[src/rtl/ssr_pkg.sv]
// ssr_pkg: types, constants and glyph functions of the seven-segment renderer
// used by all modules of the renderer; depends on nothing
`default_nettype none

package ssr_pkg;

    // opcodes as they arrive on the request channel
    localparam logic [1:0] OP_LOAD  = 2'd0;
    localparam logic [1:0] OP_EMIT  = 2'd1;
    localparam logic [1:0] OP_CLEAR = 2'd2;

    // cell codes on the result channel
    localparam logic [1:0] CELL_BLANK = 2'd0;
    localparam logic [1:0] CELL_DASH  = 2'd1;
    localparam logic [1:0] CELL_BAR   = 2'd2;

    localparam logic [3:0] SCALE_RESET = 4'd2;
    localparam int QUEUE_DEPTH = 4;

    // command handed from the front to the back
    typedef enum logic [1:0] {
        CMD_LOAD,
        CMD_EMIT,
        CMD_CLEAR
    } t_cmd;

    typedef struct packed {
        t_cmd       cmd;
        logic [3:0] digit;
    } t_cmd_req;

    // segment bits: 0 top, 1 upper-left, 2 upper-right, 3 middle,
    // 4 lower-left, 5 lower-right, 6 bottom
    function automatic logic [6:0] seg_of(input logic [3:0] code);
        logic [6:0] segs;
        begin
            case (code)
                4'd0: segs = 7'h77;
                4'd1: segs = 7'h24;
                4'd2: segs = 7'h5D;
                4'd3: segs = 7'h6D;
                4'd4: segs = 7'h2E;
                4'd5: segs = 7'h6B;
                4'd6: segs = 7'h7B;
                4'd7: segs = 7'h25;
                4'd8: segs = 7'h7F;
                4'd9: segs = 7'h6F;
                default: segs = 7'h00;
            endcase
            return segs;
        end
    endfunction

    // cell of a glyph at row r, column c for segment length s
    function automatic logic [1:0] cell_of(input logic [6:0] segs, input logic [5:0] r,
                                           input logic [4:0] c, input logic [3:0] s);
        logic [6:0] r7;
        logic [6:0] s7;
        logic [2:0] band;
        logic [1:0] part;
        logic [1:0] res;
        begin
            r7 = {1'b0, r};
            s7 = {3'b000, s};
            if (r7 == 7'd0) band = 3'd0;
            else if (r7 <= s7) band = 3'd1;
            else if (r7 == s7 + 7'd1) band = 3'd2;
            else if (r7 <= {s7[5:0], 1'b0} + 7'd1) band = 3'd3;
            else band = 3'd4;
            if (c == 5'd0) part = 2'd0;
            else if (c <= {1'b0, s}) part = 2'd1;
            else part = 2'd2;
            res = CELL_BLANK;
            case (band)
                3'd0: if (part == 2'd1 && segs[0]) res = CELL_DASH;
                3'd2: if (part == 2'd1 && segs[3]) res = CELL_DASH;
                3'd4: if (part == 2'd1 && segs[6]) res = CELL_DASH;
                3'd1: begin
                    if (part == 2'd0 && segs[1]) res = CELL_BAR;
                    if (part == 2'd2 && segs[2]) res = CELL_BAR;
                end
                3'd3: begin
                    if (part == 2'd0 && segs[4]) res = CELL_BAR;
                    if (part == 2'd2 && segs[5]) res = CELL_BAR;
                end
                default: res = CELL_BLANK;
            endcase
            return res;
        end
    endfunction

endpackage

`default_nettype wire

[src/rtl/ssr_front.sv]
// ssr_front: request decode; turns opcodes into commands for the queue
// depends on ssr_pkg
`default_nettype none

module ssr_front (
    input  wire logic             i_valid,
    input  wire logic [1:0]       i_opcode,
    input  wire logic [3:0]       i_digit,
    input  wire logic             i_q_full,
    output ssr_pkg::t_cmd_req     o_req,
    output logic                  o_push,
    output logic                  o_stall
);
    import ssr_pkg::*;

    logic is_legal;

    // hold the request while the queue has no room
    assign o_stall = i_q_full;

    // classify; the unused opcode is taken and dropped
    always_comb begin
        is_legal    = 1'b1;
        o_req.digit = i_digit;
        case (i_opcode)
            OP_LOAD:  o_req.cmd = CMD_LOAD;
            OP_EMIT:  o_req.cmd = CMD_EMIT;
            OP_CLEAR: o_req.cmd = CMD_CLEAR;
            default: begin
                o_req.cmd = CMD_EMIT;
                is_legal  = 1'b0;
            end
        endcase
    end

    assign o_push = i_valid && !i_q_full && is_legal;

endmodule

`default_nettype wire

[src/rtl/ssr_queue.sv]
// ssr_queue: short command queue between front and back
// depends on ssr_pkg
`default_nettype none

module ssr_queue (
    input  wire logic             i_clk,
    input  wire logic             i_rst_n,
    input  wire logic             i_push,
    input  wire ssr_pkg::t_cmd_req i_req,
    output logic                  o_full,
    output logic                  o_valid,
    output ssr_pkg::t_cmd_req     o_req,
    input  wire logic             i_pop
);
    import ssr_pkg::*;

    localparam int PTR_W = $clog2(QUEUE_DEPTH);
    localparam int CNT_W = $clog2(QUEUE_DEPTH + 1);

    t_cmd_req           r_mem [QUEUE_DEPTH];
    logic [PTR_W-1:0]   r_wr_ptr, n_wr_ptr;
    logic [PTR_W-1:0]   r_rd_ptr, n_rd_ptr;
    logic [CNT_W-1:0]   r_count, n_count;
    logic               do_pop;

    assign o_full  = (r_count == CNT_W'(QUEUE_DEPTH));
    assign o_valid = (r_count != '0);
    assign o_req   = r_mem[r_rd_ptr];
    assign do_pop  = i_pop && o_valid;

    // pointer and fill count update
    always_comb begin
        n_wr_ptr = r_wr_ptr;
        n_rd_ptr = r_rd_ptr;
        n_count  = r_count;
        if (i_push) n_wr_ptr = r_wr_ptr + PTR_W'(1);
        if (do_pop) n_rd_ptr = r_rd_ptr + PTR_W'(1);
        if (i_push && !do_pop) n_count = r_count + CNT_W'(1);
        else if (!i_push && do_pop) n_count = r_count - CNT_W'(1);
    end

    always_ff @(posedge i_clk) begin
        if (!i_rst_n) begin
            r_wr_ptr <= '0;
            r_rd_ptr <= '0;
            r_count  <= '0;
        end else begin
            r_wr_ptr <= n_wr_ptr;
            r_rd_ptr <= n_rd_ptr;
            r_count  <= n_count;
        end
    end

    // entry storage
    always_ff @(posedge i_clk) begin
        if (i_push) r_mem[r_wr_ptr] <= i_req;
    end

endmodule

`default_nettype wire

[src/rtl/ssr_back.sv]
// ssr_back: digit store, raster position counters and cell output stages
// depends on ssr_pkg
`default_nettype none

module ssr_back #(
    parameter int MAX_DIGITS = 16
) (
    input  wire logic             i_clk,
    input  wire logic             i_rst_n,
    input  wire logic             i_scale_we,
    input  wire logic [3:0]       i_scale_wdata,
    input  wire logic             i_q_valid,
    input  wire ssr_pkg::t_cmd_req i_q_req,
    output logic                  o_q_pop,
    output logic                  o_valid,
    input  wire logic             i_stall,
    output logic [1:0]            o_glyph,
    output logic                  o_end_of_row,
    output logic                  o_end_of_frame
);
    import ssr_pkg::*;

    localparam int PW  = (MAX_DIGITS > 1) ? $clog2(MAX_DIGITS) : 1;
    localparam int CW  = $clog2(MAX_DIGITS + 1);
    localparam int CW1 = CW + 1;

    // digit store, undefined until written
    logic [3:0]     r_store [MAX_DIGITS];

    logic [3:0]     r_scale;
    logic [CW-1:0]  r_count, n_count;
    logic [5:0]     r_row, n_row;
    logic [PW-1:0]  r_pos, n_pos;
    logic [4:0]     r_col, n_col;

    // stage 1: position resolved, store read in flight
    logic           r_s1_valid, n_s1_valid;
    logic [5:0]     r_s1_row;
    logic [4:0]     r_s1_col;
    logic           r_s1_blank, r_s1_eor, r_s1_eof;
    logic [3:0]     r_rd_code;

    // stage 2: output register
    logic           r_out_valid, n_out_valid;
    logic [1:0]     r_glyph;
    logic           r_eor, r_eof;

    logic           out_free, s1_adv, s1_ready, s1_load, do_load;
    logic [5:0]     last_row, row_w;
    logic [4:0]     last_col, sep_col, col_w;
    logic [PW-1:0]  pos_w;
    logic [CW1-1:0] pos_p1, pos_w_p1, cnt_x;
    logic           wrap, eor, eof;

    assign out_free = !r_out_valid || !i_stall;
    assign s1_adv   = r_s1_valid && out_free;
    assign s1_ready = !r_s1_valid || out_free;
    assign o_q_pop  = i_q_valid && (i_q_req.cmd != CMD_EMIT || s1_ready);

    // raster geometry for the current scale
    assign last_row = {1'b0, r_scale, 1'b0} + 6'd2;
    assign last_col = {1'b0, r_scale} + 5'd1;
    assign sep_col  = {1'b0, r_scale} + 5'd2;
    assign cnt_x    = CW1'(r_count);
    assign pos_p1   = CW1'(r_pos) + CW1'(1);

    // restart at the first cell when the position is out of range
    assign wrap = (r_row > last_row) || (CW1'(r_pos) >= cnt_x) || (r_col > sep_col)
                  || (r_col == sep_col && pos_p1 >= cnt_x);
    assign row_w    = wrap ? 6'd0 : r_row;
    assign pos_w    = wrap ? '0 : r_pos;
    assign col_w    = wrap ? 5'd0 : r_col;
    assign pos_w_p1 = CW1'(pos_w) + CW1'(1);
    assign eor      = (pos_w_p1 == cnt_x) && (col_w == last_col);
    assign eof      = eor && (row_w == last_row);

    assign s1_load = o_q_pop && i_q_req.cmd == CMD_EMIT && r_count != '0;
    assign do_load = o_q_pop && i_q_req.cmd == CMD_LOAD && cnt_x < CW1'(MAX_DIGITS);

    // command execution and position advance
    always_comb begin
        n_count    = r_count;
        n_row      = r_row;
        n_pos      = r_pos;
        n_col      = r_col;
        n_s1_valid = s1_adv ? 1'b0 : r_s1_valid;
        if (o_q_pop) begin
            case (i_q_req.cmd)
                CMD_LOAD: begin
                    if (do_load) n_count = r_count + CW'(1);
                end
                CMD_CLEAR: begin
                    n_count = '0;
                    n_row   = 6'd0;
                    n_pos   = '0;
                    n_col   = 5'd0;
                end
                CMD_EMIT: begin
                    if (s1_load) begin
                        n_s1_valid = 1'b1;
                        if (eor) begin
                            n_pos = '0;
                            n_col = 5'd0;
                            n_row = eof ? 6'd0 : row_w + 6'd1;
                        end else if (col_w >= sep_col) begin
                            n_col = 5'd0;
                            n_pos = pos_w + PW'(1);
                            n_row = row_w;
                        end else begin
                            n_col = col_w + 5'd1;
                            n_pos = pos_w;
                            n_row = row_w;
                        end
                    end
                end
                default: n_count = r_count;
            endcase
        end
    end

    // output register takes the stage 1 cell
    always_comb begin
        n_out_valid = r_out_valid && i_stall;
        if (s1_adv) n_out_valid = 1'b1;
    end

    always_ff @(posedge i_clk) begin
        if (!i_rst_n) begin
            r_scale     <= SCALE_RESET;
            r_count     <= '0;
            r_row       <= 6'd0;
            r_pos       <= '0;
            r_col       <= 5'd0;
            r_s1_valid  <= 1'b0;
            r_out_valid <= 1'b0;
        end else begin
            if (i_scale_we) r_scale <= i_scale_wdata;
            r_count     <= n_count;
            r_row       <= n_row;
            r_pos       <= n_pos;
            r_col       <= n_col;
            r_s1_valid  <= n_s1_valid;
            r_out_valid <= n_out_valid;
        end
    end

    // store write and registered read
    always_ff @(posedge i_clk) begin
        if (do_load) r_store[r_count[PW-1:0]] <= i_q_req.digit;
        if (s1_load) r_rd_code <= r_store[pos_w];
    end

    // stage 1 and output payload
    always_ff @(posedge i_clk) begin
        if (s1_load) begin
            r_s1_row   <= row_w;
            r_s1_col   <= col_w;
            r_s1_blank <= (col_w > last_col);
            r_s1_eor   <= eor;
            r_s1_eof   <= eof;
        end
        if (s1_adv) begin
            r_glyph <= r_s1_blank ? CELL_BLANK
                       : cell_of(seg_of(r_rd_code), r_s1_row, r_s1_col, r_scale);
            r_eor   <= r_s1_eor;
            r_eof   <= r_s1_eof;
        end
    end

    assign o_valid        = r_out_valid;
    assign o_glyph        = r_glyph;
    assign o_end_of_row   = r_eor;
    assign o_end_of_frame = r_eof;

endmodule

`default_nettype wire

[src/rtl/scaled_seven_segment_renderer_unit.sv]
// Scaled seven-segment renderer: takes one request per clock while the queue
// has room (load digit, emit next cell, clear) and sustains one cell per clock
// on the result channel unless it stalls. The front decodes requests into a
// four-entry queue; the back runs one queued command per clock unless a stalled
// result side holds an emit. An emit's cell goes from the queue to stage 1,
// where the back takes it from the queue and reads the store, then to the output
// register. A full queue stalls the request side; a stalled result side stops
// only emits in the back. The digit store holds MAX_DIGITS entries and needs no
// clearing after reset. Depends on ssr_pkg, ssr_front, ssr_queue and ssr_back.
`default_nettype none

module scaled_seven_segment_renderer_unit #(
    parameter int MAX_DIGITS = 16
) (
    input  wire logic        i_clk,
    input  wire logic        i_rst_n,
    input  wire logic        i_scale_we,
    input  wire logic [3:0]  i_scale_wdata,
    input  wire logic        i_valid,
    output logic             o_stall,
    input  wire logic [1:0]  i_opcode,
    input  wire logic [3:0]  i_digit,
    output logic             o_valid,
    input  wire logic        i_stall,
    output logic [1:0]       o_glyph,
    output logic             o_end_of_row,
    output logic             o_end_of_frame
);
    import ssr_pkg::*;

    t_cmd_req   f_req, q_req;
    logic       f_push, q_full, q_valid, q_pop;

    // request decode
    ssr_front u_front (
        .i_valid  (i_valid),
        .i_opcode (i_opcode),
        .i_digit  (i_digit),
        .i_q_full (q_full),
        .o_req    (f_req),
        .o_push   (f_push),
        .o_stall  (o_stall)
    );

    // command queue
    ssr_queue u_queue (
        .i_clk   (i_clk),
        .i_rst_n (i_rst_n),
        .i_push  (f_push),
        .i_req   (f_req),
        .o_full  (q_full),
        .o_valid (q_valid),
        .o_req   (q_req),
        .i_pop   (q_pop)
    );

    // raster engine
    ssr_back #(
        .MAX_DIGITS (MAX_DIGITS)
    ) u_back (
        .i_clk          (i_clk),
        .i_rst_n        (i_rst_n),
        .i_scale_we     (i_scale_we),
        .i_scale_wdata  (i_scale_wdata),
        .i_q_valid      (q_valid),
        .i_q_req        (q_req),
        .o_q_pop        (q_pop),
        .o_valid        (o_valid),
        .i_stall        (i_stall),
        .o_glyph        (o_glyph),
        .o_end_of_row   (o_end_of_row),
        .o_end_of_frame (o_end_of_frame)
    );

endmodule

`default_nettype wire

[config.mk]
export PLATFORM = sky130hd
export DESIGN_NAME = scaled_seven_segment_renderer_unit
export DESIGN_NICKNAME = d
export VERILOG_FILES = /design/src/rtl/ssr_pkg.sv /design/src/rtl/ssr_front.sv /design/src/rtl/ssr_queue.sv /design/src/rtl/ssr_back.sv /design/src/rtl/scaled_seven_segment_renderer_unit.sv
export SDC_FILE = /design/constraint.sdc
export NUM_CORES = 1
export LEC_CHECK = 0
export BUFFER_PORTS_ARGS = -buffer_cell sky130_fd_sc_hd__buf_2
export CAP_MARGIN = 10
export CORE_ASPECT_RATIO = 1.5
export CORE_MARGIN = 2
export CORE_UTILIZATION = 25
export DETAILED_ROUTE_END_ITERATION = 10
export PLACE_DENSITY = 0.49
export SYNTH_ARGS = -nofsm -noshare
export SYNTH_HDL_FRONTEND = slang
export SYNTH_SLANG_ARGS = --single-unit
[constraint.sdc]
create_clock -name i_clk -period 6.7 [get_ports i_clk]
set_input_delay 1.005 -clock i_clk [delete_from_list [all_inputs] [get_ports i_clk]]
set_output_delay 1.005 -clock i_clk [all_outputs]
set_load 0.05 [all_outputs]
==> out/results.txt <==
Status = completed
Final TNS setup = 0 ps
Vias per std cell = 4.69
FP Rows = 78
Share of cells above drive strength 1 = 0.120
Antenna-violating nets left = 0
Final net count = 779
Area growth, synth to finish = 15.1%
PortBufs = 20
CTS Buffer Depth = 2
Hold_ws = 452 ps
Final Hold Vio Count = 0
R2R depth = 18
First-pass GRT wire length = 28.4 mm
Remaining Overflow, GRT = 0
DR iter-0 viols = 298
Async set or reset register ratio after synthesis = 0
Vias in the first global route = 5375
Die width = 148 µm
Grt met1 use = 0.111
Worst setup path end = u_back.r_row[1]
Top_reg_cell synth = edfxtp_1
First drt pass iteration count = 7
CTS resizes = 0
CP Data Required Time = 7050 ps
Max_cap viols = 0
Via count = 5229
Clock Sink Count = 145
Slew headroom = 0.473
Slew Viols, Final = 0
H-tree depth = 4
Total clock buffers created by CTS = 17
Root Buffer = clkbuf_16
R2R Path End = u_back.r_row[1]
Crit path time final = 5320 ps
GRT Resource Usage Total = 0.115
Syn avg cell area = 11.3 µm²
Pwr Total = 2.54 mW
RSZ-0062 raised after global routing = no
Critical path data arrival time = 5670 ps
Ys Warns = 0
Gate Count Post-Synth = 682
Worst skew pair latency = 430 ps
Crit end category = register
PD cells = 285 nW/µm²
Synth Cell Area = 7730 µm²
Leakage power = 3.24 nW
GR Util met3 = 0.0233
Final core utilization = 0.293
Crit Path Category = register to register
Setup bufs post-CTS = 0
Final Setup Violations = 0
Routability Congestion = 0.783
Met2 Usage GRT = 0.223
Fmax = 188 MHz
DR DRC count = 0
Worst Skew = 10.6 ps
Worst slew pin tran = 790 ps
Starting Density = 0.255
Distinct cells, synth = 69
CTS tree = done
Crit path launch type = register
Grt peak-use layer = met2
Die area = 32400 µm²
Post-synth EDFFs = 110
Diode count = 0
Worst setup path start = u_back.r_scale[0]
Reg-to-reg setup timing slack = 1380 ps
Final wirelength = 17.9 mm
Largest net degree at the start of global routing = 35
Antenna violations before repair = 0
Hold path depth = 0
Die H = 219 µm
Flops & latches, synth = 145
Reg-to-reg startpoint = u_back.r_scale[0]
CTS hold repair buffers = 0
Clock slew at reported path FFs = 70 ps
Worst vdd ir = 150 µV
I/O pin count = 21
Wire length per cell = 16.1 µm
Core Area = 30400 µm²
Final Cycle Share = 0.794
Worst min-delay path class = register to register
Post-synthesis sequential area ratio = 0.518
Synthesized Nets = 760
Post-DP HPWL = 13.3 mm
Critical path peak fanout = 15
flip-flops by register name, indices dropped and copies added, names as in the netlist, 3 cells and up, named ones only:
name and flops:
u_back.r_row 6, u_queue.r_mem 24, u_back.r_scale 4, u_back.r_s1_col 5
u_back.r_count 5, u_back.r_rd_code 4, u_back.r_store 64, u_queue.r_count 3
u_back.r_s1_row 6, u_back.r_pos 4, u_back.r_col 5
report_power, final:
group	total, mW	internal, mW	switching [mW]
clock	0.996	0.597	0.399
sequential	1.12	1.08	0.0467
combinational	0.421	0.149	0.272
metrics by stage:
stage	instances	instance area (µm²)	setup WS, ps
floorplan	682	7730	1650
global placement	1082	8280	1570
detailed placement	1082	8280	1420
CTS	1114	8900	1370
global route	1114	8900	823
finish	1114	8900	1380
per-layer routing:
layer / wire length (µm) / vias to the layer above
met2: 9980 / 93
li1: - / 2566
met5: 0 / -
met3: 450 / 36
met4: 740 / 0
met1: 6720 / 2534
cells in the final DEF, fill, tap and decap left out, types with 3 or more instances in the layout:
| master | count |
|---|---|
| xor2_1 | 9 |
| o22ai_1 | 4 |
| nor2_1 | 49 |
| and3_1 | 15 |
| a21o_1 | 5 |
| o21ai_0 | 32 |
| a221oi_1 | 3 |
| nor4b_1 | 3 |
| clkbuf_16 | 17 |
| or2_2 | 4 |
| edfxtp_1 | 110 |
| mux2i_1 | 13 |
| a21boi_0 | 4 |
| and2_1 | 21 |
| nand3_1 | 15 |
| nand4_1 | 9 |
| buf_2 | 20 |
| dfxtp_1 | 35 |
| a32oi_1 | 4 |
| mux2_2 | 8 |
| mux4_2 | 10 |
| a31oi_1 | 10 |
| buf_4 | 6 |
| o21a_1 | 8 |
| inv_1 | 40 |
| nor3_1 | 12 |
| ha_1 | 62 |
| o221ai_1 | 5 |
| nor2b_1 | 4 |
| bufinv_16 | 3 |
| nor4_1 | 5 |
| inv_6 | 5 |
| nand2_1 | 49 |
| nand2b_1 | 8 |
| a21oi_1 | 32 |
| o211ai_1 | 6 |
| nand4b_1 | 3 |
| xnor2_1 | 16 |
layout make-up:
| type | instances | area [µm²] |
|---|---|---|
| clock buffer | 17 | 425 |
| tap | 400 | 500 |
| sequential | 145 | 4000 |
| multi-input combinational | 468 | 3470 |
| fill | 3091 | 21500 |
| clock inverter | 15 | 194 |
| timing repair buffer | 26 | 145 |
| inverter | 43 | 163 |
worst min-delay path by stage:
stage,to,slack (ps),startpoint
floorplan,u_back.o_end_of_frame,400,u_back.r_s1_eof
global placement,u_back.o_end_of_row,450,u_back.r_s1_eor
detailed placement,u_back.o_end_of_row,440,u_back.r_s1_eor
CTS,u_back.o_end_of_row,450,u_back.r_s1_eor
global route,u_back.o_end_of_row,460,u_back.r_s1_eor
finish,u_back.o_end_of_row,450,u_back.r_s1_eor
cells in the mapped netlist (3+ instances only):
master      n  share of area
inv_1      40          0.019
nor3_1     12         0.0078
a21o_1      5         0.0049
mux2i_1    13          0.017
nand4b_1    3         0.0034
a21oi_1    32          0.021
nor2_1     49          0.024
a32oi_1     4         0.0045
xor2_1      9          0.010
a221oi_1    3         0.0034
and2_1     21          0.017
o211ai_1    6         0.0058
nor4b_1     3         0.0034
mux2_2      8          0.012
dfxtp_1    35          0.091
ha_1       62           0.10
o221ai_1    5         0.0057
o21a_1      8         0.0078
and3_1     15          0.012
nor4_1      5         0.0040
mux4_2     10          0.029
nor2b_1     4         0.0032
xnor2_1    16          0.018
edfxtp_1  110           0.43
nand2_1    49          0.024
buf_1       5         0.0024
clkbuf_1   20         0.0097
nand2b_1    8         0.0065
a31oi_1    10         0.0081
o21ai_0    32          0.021
o22ai_1     4         0.0032
nand4_1     9         0.0073
or2_2       4         0.0032
a21boi_0    4         0.0039
nand3_1    15         0.0097
cell families after synthesis:
group	share of synthesized area
simple gates	0.144
flops	0.518
compound gates	0.111
buf+inv	0.0346
fa+ha+maj	0.103
mux	0.0576
xor+xnor	0.0312
worst max-delay path, cell delays in order (launching register included):
cell      delay, ps
dfxtp_1         570
ha_1            250
xor2_1          410
inv_1           140
ha_1            340
a21oi_1         120
o21ai_0         130
a211oi_1        260
a211o_1         430
and2_4          350
nand2_1         210
inv_1           100
ha_1            190
and3_1          160
nand3_1         130
a221o_1         370
or3b_4          500
or3b_1          410
a31oi_1         160
Note: power is estimated with default switching activity, not from simulation.
